$ cat src/rtl/wti_pkg.sv
package wti_pkg;

    // Reset value of the speed register: 1.5 m/s in unsigned Q8.16.
    localparam int unsigned SPEED_RST = 98304;

    // Iteration counts of the shared arithmetic unit.
    localparam int unsigned MUL_STEPS  = 32;
    localparam int unsigned DIV_STEPS  = 64;
    localparam int unsigned SQRT_STEPS = 33;

    // Operations of the shared arithmetic unit.
    localparam logic [2:0] OP_MUL_ND = 3'd0;   // |t - t0| * |d|
    localparam logic [2:0] OP_DIV_P  = 3'd1;   // product / |t1 - t0|, position write-back
    localparam logic [2:0] OP_MUL_DD = 3'd2;   // |d| * |d|, added to the sum of squares
    localparam logic [2:0] OP_SQRT   = 3'd3;   // floor square root of the sum of squares
    localparam logic [2:0] OP_MUL_DS = 3'd4;   // |d| * speed
    localparam logic [2:0] OP_DIV_V  = 3'd5;   // product / norm, velocity write-back

    typedef struct packed {
        logic       accept;
        logic       wr_en;
        logic       rd_en;
        logic       ld_last;
        logic       ld_a;
        logic       ld_b;
        logic       start;
        logic [2:0] op;
        logic [1:0] axis;
        logic       out_load;
    } t_cmd;

    typedef struct packed {
        logic ge_last;
        logic hit;
        logic done;
    } t_sts;

endpackage

$ cat src/rtl/wti_ctrl.sv
module wti_ctrl #(
    parameter int MAX_WAYPOINTS = 1024
) (
    input  logic                             i_clk,
    input  logic                             i_rst_n,
    input  logic                             i_in_valid,
    input  logic                             i_action,
    input  logic                             i_out_stall,
    input  wti_pkg::t_sts                    i_sts,
    input  logic [$clog2(MAX_WAYPOINTS)-1:0] i_rd_ix,
    output wti_pkg::t_cmd                    o_cmd,
    output logic [$clog2(MAX_WAYPOINTS)-1:0] o_rd_addr,
    output logic [$clog2(MAX_WAYPOINTS)-1:0] o_wr_addr,
    output logic                             o_in_stall,
    output logic                             o_out_valid
);

    localparam int AW = $clog2(MAX_WAYPOINTS);
    localparam int CW = $clog2(MAX_WAYPOINTS + 1);

    localparam logic [3:0] S_IDLE    = 4'd0;
    localparam logic [3:0] S_CHKLAST = 4'd1;
    localparam logic [3:0] S_SCAN    = 4'd2;
    localparam logic [3:0] S_LDA     = 4'd3;
    localparam logic [3:0] S_LDB     = 4'd4;
    localparam logic [3:0] S_LDB2    = 4'd5;
    localparam logic [3:0] S_GO      = 4'd6;
    localparam logic [3:0] S_WMND    = 4'd7;
    localparam logic [3:0] S_WDIVP   = 4'd8;
    localparam logic [3:0] S_WMDD    = 4'd9;
    localparam logic [3:0] S_SQGO    = 4'd10;
    localparam logic [3:0] S_WSQ     = 4'd11;
    localparam logic [3:0] S_WMDS    = 4'd12;
    localparam logic [3:0] S_WDV     = 4'd13;
    localparam logic [3:0] S_OUT     = 4'd14;

    logic [3:0]    r_state, n_state;
    logic [CW-1:0] r_count, n_count;
    logic [CW-1:0] r_j, n_j;
    logic [AW-1:0] r_b, n_b;
    logic [1:0]    r_k, n_k;
    logic          r_ovld, n_ovld;
    logic [CW-1:0] last;

    assign last       = r_count - CW'(1);
    assign o_wr_addr  = r_count[AW-1:0];
    assign o_in_stall = (r_state != S_IDLE);
    assign o_out_valid = r_ovld;

    always_comb begin
        n_state   = r_state;
        n_count   = r_count;
        n_j       = r_j;
        n_b       = r_b;
        n_k       = r_k;
        n_ovld    = r_ovld;
        o_cmd     = '0;
        o_rd_addr = '0;
        if (r_ovld && !i_out_stall) begin
            n_ovld = 1'b0;
        end
        case (r_state)
            S_IDLE: begin
                if (i_in_valid) begin
                    o_cmd.accept = 1'b1;
                    if (!i_action) begin
                        if (r_count < CW'(MAX_WAYPOINTS)) begin
                            o_cmd.wr_en = 1'b1;
                            n_count     = r_count + CW'(1);
                        end
                    end else if (r_count != '0) begin
                        o_cmd.rd_en = 1'b1;
                        o_rd_addr   = last[AW-1:0];
                        n_state     = S_CHKLAST;
                    end
                end
            end
            S_CHKLAST: begin
                if (i_sts.ge_last || last == '0) begin
                    o_cmd.ld_last = 1'b1;
                    n_state       = S_OUT;
                end else begin
                    o_cmd.rd_en = 1'b1;
                    o_rd_addr   = '0;
                    n_j         = CW'(1);
                    n_state     = S_SCAN;
                end
            end
            S_SCAN: begin
                if (i_sts.hit) begin
                    n_b     = i_rd_ix;
                    n_state = S_LDA;
                end else if (r_j > last) begin
                    n_b     = AW'(1);
                    n_state = S_LDA;
                end else begin
                    o_cmd.rd_en = 1'b1;
                    o_rd_addr   = r_j[AW-1:0];
                    n_j         = r_j + CW'(1);
                end
            end
            S_LDA: begin
                o_cmd.rd_en = 1'b1;
                o_rd_addr   = r_b - AW'(1);
                n_state     = S_LDB;
            end
            S_LDB: begin
                o_cmd.rd_en = 1'b1;
                o_rd_addr   = r_b;
                o_cmd.ld_a  = 1'b1;
                n_state     = S_LDB2;
            end
            S_LDB2: begin
                o_cmd.ld_b = 1'b1;
                n_k        = 2'd0;
                n_state    = S_GO;
            end
            S_GO: begin
                o_cmd.start = 1'b1;
                o_cmd.op    = wti_pkg::OP_MUL_ND;
                o_cmd.axis  = r_k;
                n_state     = S_WMND;
            end
            S_WMND: begin
                if (i_sts.done) begin
                    o_cmd.start = 1'b1;
                    o_cmd.op    = wti_pkg::OP_DIV_P;
                    o_cmd.axis  = r_k;
                    n_state     = S_WDIVP;
                end
            end
            S_WDIVP: begin
                if (i_sts.done) begin
                    o_cmd.start = 1'b1;
                    o_cmd.op    = wti_pkg::OP_MUL_DD;
                    o_cmd.axis  = r_k;
                    n_state     = S_WMDD;
                end
            end
            S_WMDD: begin
                if (i_sts.done) begin
                    if (r_k == 2'd2) begin
                        n_k     = 2'd0;
                        n_state = S_SQGO;
                    end else begin
                        n_k         = r_k + 2'd1;
                        o_cmd.start = 1'b1;
                        o_cmd.op    = wti_pkg::OP_MUL_ND;
                        o_cmd.axis  = r_k + 2'd1;
                        n_state     = S_WMND;
                    end
                end
            end
            S_SQGO: begin
                o_cmd.start = 1'b1;
                o_cmd.op    = wti_pkg::OP_SQRT;
                n_state     = S_WSQ;
            end
            S_WSQ: begin
                if (i_sts.done) begin
                    o_cmd.start = 1'b1;
                    o_cmd.op    = wti_pkg::OP_MUL_DS;
                    o_cmd.axis  = r_k;
                    n_state     = S_WMDS;
                end
            end
            S_WMDS: begin
                if (i_sts.done) begin
                    o_cmd.start = 1'b1;
                    o_cmd.op    = wti_pkg::OP_DIV_V;
                    o_cmd.axis  = r_k;
                    n_state     = S_WDV;
                end
            end
            S_WDV: begin
                if (i_sts.done) begin
                    if (r_k == 2'd2) begin
                        n_state = S_OUT;
                    end else begin
                        n_k         = r_k + 2'd1;
                        o_cmd.start = 1'b1;
                        o_cmd.op    = wti_pkg::OP_MUL_DS;
                        o_cmd.axis  = r_k + 2'd1;
                        n_state     = S_WMDS;
                    end
                end
            end
            S_OUT: begin
                if (!r_ovld || !i_out_stall) begin
                    o_cmd.out_load = 1'b1;
                    n_ovld         = 1'b1;
                    n_state        = S_IDLE;
                end
            end
            default: begin
                n_state = S_IDLE;
            end
        endcase
    end

    always_ff @(posedge i_clk) begin
        if (!i_rst_n) begin
            r_state <= S_IDLE;
            r_count <= '0;
            r_j     <= '0;
            r_b     <= '0;
            r_k     <= '0;
            r_ovld  <= 1'b0;
        end else begin
            r_state <= n_state;
            r_count <= n_count;
            r_j     <= n_j;
            r_b     <= n_b;
            r_k     <= n_k;
            r_ovld  <= n_ovld;
        end
    end

endmodule

$ cat config.mk
export PLATFORM = sky130hd
export DESIGN_NAME = wti_ctrl
export DESIGN_NICKNAME = d
export VERILOG_FILES = /design/src/rtl/wti_pkg.sv /design/src/rtl/wti_ctrl.sv
export SDC_FILE = /design/constraint.sdc
export NUM_CORES = 1
export LEC_CHECK = 0
export BUFFER_PORTS_ARGS = -buffer_cell sky130_fd_sc_hd__buf_2
export CAP_MARGIN = 15
export CORE_ASPECT_RATIO = 0.7
export CORE_UTILIZATION = 60
export DETAILED_ROUTE_END_ITERATION = 6
export PLACE_DENSITY = 0.83
export SLEW_MARGIN = 20
export SYNTH_ARGS = -nofsm -noshare
export SYNTH_HDL_FRONTEND = slang
export SYNTH_SLANG_ARGS = --single-unit
$ cat constraint.sdc
create_clock -name i_clk -period 8.2 [get_ports i_clk]
set_input_delay 0.82 -clock i_clk [delete_from_list [all_inputs] [get_ports i_clk]]
set_output_delay 0.82 -clock i_clk [all_outputs]
set_load 0.005 [all_outputs]
==> flow_summary.toml <==
[sta]
rsz0062_at_grt = "no"
worstMarginPinSlew_ps = 1070
finalClockSkew_ps = 4.01
final-max-slew-violation-count = 0
fmax_mhz = 219
finalHoldViolations = 0
holdWs_ps = 490
layout_min_cycle_time_ps = 4570
relSlewSlack_pct = 28.1
tns_ps = 0
finalSetupViolCount = 0
setup_ws_ps = 3630
period_share_pct = 55.7

[worst_setup_path]
r2r-start = "r_count[0]"
worstSetupPathType = "register to primary output"
rr_worst_depth = 13
rr_endpoint = "r_b[0]"
worst_ep_arrival_time_ps = 3750
crit_required_ps = 7380
critPathCaptureType = "primary output"
worstSetupStartpointType = "register"
r2r_slack_ps = 4340
critPathMaxFanout = 14

[cts]
cts_setup_buffers = 0
clk_latency_ps = 290
root_buffer = "clkbuf_8"
cts_tree = "built"
cts-htree-levels = 2
postCtsHoldBufs = 0
post_cts_resized = 0
cts_buffers = 5
clockBufferDepth = 2
clk_pin_slew_ps = 80
cts_sinks = 39

[synth]
synthTopCellsByArea = "dfxtp_1 (24%), nand2_1 (6.7%), ha_1 (6.1%), o21ai_0 (5.5%), a21oi_1 (4.6%)"
netlist.area_leader.share_pct = 23.7
seq_area_frac_synth_pct = 23.7
synth_top_cell_by_area = "dfxtp_1"
synth_commonest_cells = "nand2_1 (59), dfxtp_1 (39), o21ai_0 (36)"
synth_warnings = 0
syn_area_um2 = 3300
ys_ff_latch = 39
synth_area_per_cell_um2 = 7.54
netlist_instances = 437
async_flop_share_pct = 0
synth_flop_cell = "dfxtp_1"
synth.distinct_cells = 67
synth_edf_count = 0
syn_nets = 471
synth.most_common_cell = "nand2_1"

[routing]
vias_per_cell = 6.34
vias = 3366
drcViolationCount = 1
ant_nets = 0
wl_um = 8760
drt-pass1-iter-count = 7
drt_iter0_drc = 458
routedWlPerCell_um = 16.5

[grt]
globalRouteMet3Util_pct = 7.38
top_usage_layer = "met1"
grt_pass1_wl_um = 14500
antenna_found_initial = 0
grt_pass1_vias = 2906
grt_use_total_pct = 31.3
grt_max_degree = 26
met1_usage_pct = 46.0
grt.overflow.total = 0
grt.met2_usage_pct = 44.9

[placement]
pre_cts_ws_ps = 4110
place_congestion = 0.982
portBuffers = 52
dp_hpwl_um = 6430

[floorplanning]
die_x_um = 90.6
die_y_um = 64.0
core_area_um2 = 5260
num_io_pins = 53
rows = 22
initial_core_util_pct = 62.7
dieArea_um2 = 5800

[worst_hold_path]
whs_endpoint = "r_j[10]"
hold_path.class = "register to register"
holdCritStartpoint = "r_j[10]"
min_path_cells = 2

[outcome]
status = "finished, violations left"
violations = "DRC"

[finish]
layout-drive-gt1-share_pct = 15.9
final_util_pct = 67.5
fin_nets = 492
antennaDiodeCount = 0
area_growth_pct = 7.71

[pwr]
p_leak_nw = 1.56
power.density_nw_per_um2 = 197
vdd_drop_max_uv = 151

[flow_run]
max_cap_viol_count = 0
## flip-flops by register name (all words and copies together), names as in the netlist
register and cells:
r_count 11, r_k 2, r_b 10, r_state 4
o_out_valid 1, r_j 11
## report_power, final
part           internal [mW]  total [mW]  switching [mW]
combinational          0.128       0.306           0.178
sequential             0.203       0.246          0.0430
clock                 0.0768       0.146          0.0689
## placed cells by master (no fill, tap or decap), types with 2 or more instances in the layout
| cell type | n |
|---|---|
| and2_1 | 4 |
| xnor2_1 | 7 |
| o21ai_1 | 2 |
| nor3b_1 | 3 |
| a211oi_1 | 5 |
| mux2i_1 | 14 |
| clkbuf_8 | 7 |
| nor4b_1 | 2 |
| or3_1 | 5 |
| a21oi_1 | 30 |
| dfxtp_1 | 39 |
| a221o_1 | 3 |
| xor2_1 | 8 |
| nand2_1 | 59 |
| o221ai_1 | 3 |
| a22o_1 | 3 |
| nand3_1 | 11 |
| o211ai_1 | 4 |
| a21o_1 | 7 |
| a31oi_1 | 3 |
| nand2b_1 | 13 |
| o22ai_1 | 5 |
| a2111o_1 | 3 |
| and3_1 | 8 |
| nand3b_1 | 2 |
| a22oi_1 | 2 |
| ha_1 | 16 |
| nor2_1 | 32 |
| o2111ai_1 | 2 |
| buf_2 | 52 |
| nor3_1 | 9 |
| inv_1 | 14 |
| and4_1 | 2 |
| nand4_1 | 7 |
| nor2b_1 | 4 |
| o21ai_0 | 36 |
| nor4_1 | 3 |
## layer usage
metal  part of all wire [%]  routed length (µm)
met2                     41                3610
met3                     10                 902
met4                    2.5                 216
met5                      0                   0
met1                     46                4030
## layout make-up
cell class | count | area (µm²)
multi-input cells | 346 | 2270
fillers | 468 | 1710
flip-flops and latches | 39 | 781
repair buffers | 52 | 260
clock buffers | 8 | 100
well taps | 72 | 90.1
inverters | 14 | 52.6
## worst max-delay path by stage
stage	cells past startpoint	slack (ps)	endpoint	start
after global placement	13	4250	o_rd_addr[5]	r_count[0]
after detailed placement	14	4110	o_rd_addr[6]	r_count[0]
after CTS	14	3710	o_rd_addr[6]	r_count[0]
final	14	3630	o_rd_addr[6]	r_count[0]
after global routing	14	3420	o_rd_addr[6]	r_count[0]
after floorplan	14	4550	o_rd_addr[5]	r_count[0]
## stage by stage
stage                     instances  total power, mW  area (µm²)
after detailed placement        523            0.546        3450
final                           531            0.698        3550
after CTS                       531            0.690        3550
after global routing            531            0.741        3550
after floorplan                 437            0.467        3300
after global placement          523            0.539        3440
## critical path: stages, from the launching register on
cell and delay, ps:
dfxtp_1 530, inv_1 150, ha_1 280, nor3b_1 170, xnor2_1 310, ha_1 320
and3_1 170, o21a_1 120, o2111ai_1 170, and3_1 180, nand2_1 80, a211o_2 430
nand2_2 230, a221o_1 200, buf_2 110
## logic make-up (layout without fill, tap and decap cells)
group	count (synthesis)	after routing	synth area share, %
fa+ha+maj	16	16	6.07
flops	39	39	23.7
xor+xnor	18	18	6.23
buf+inv	52	74	7.75
compound gates	118	118	22.6
simple gates	178	178	28.6
mux	16	16	5.05
Power figures use the tool's default switching activity.
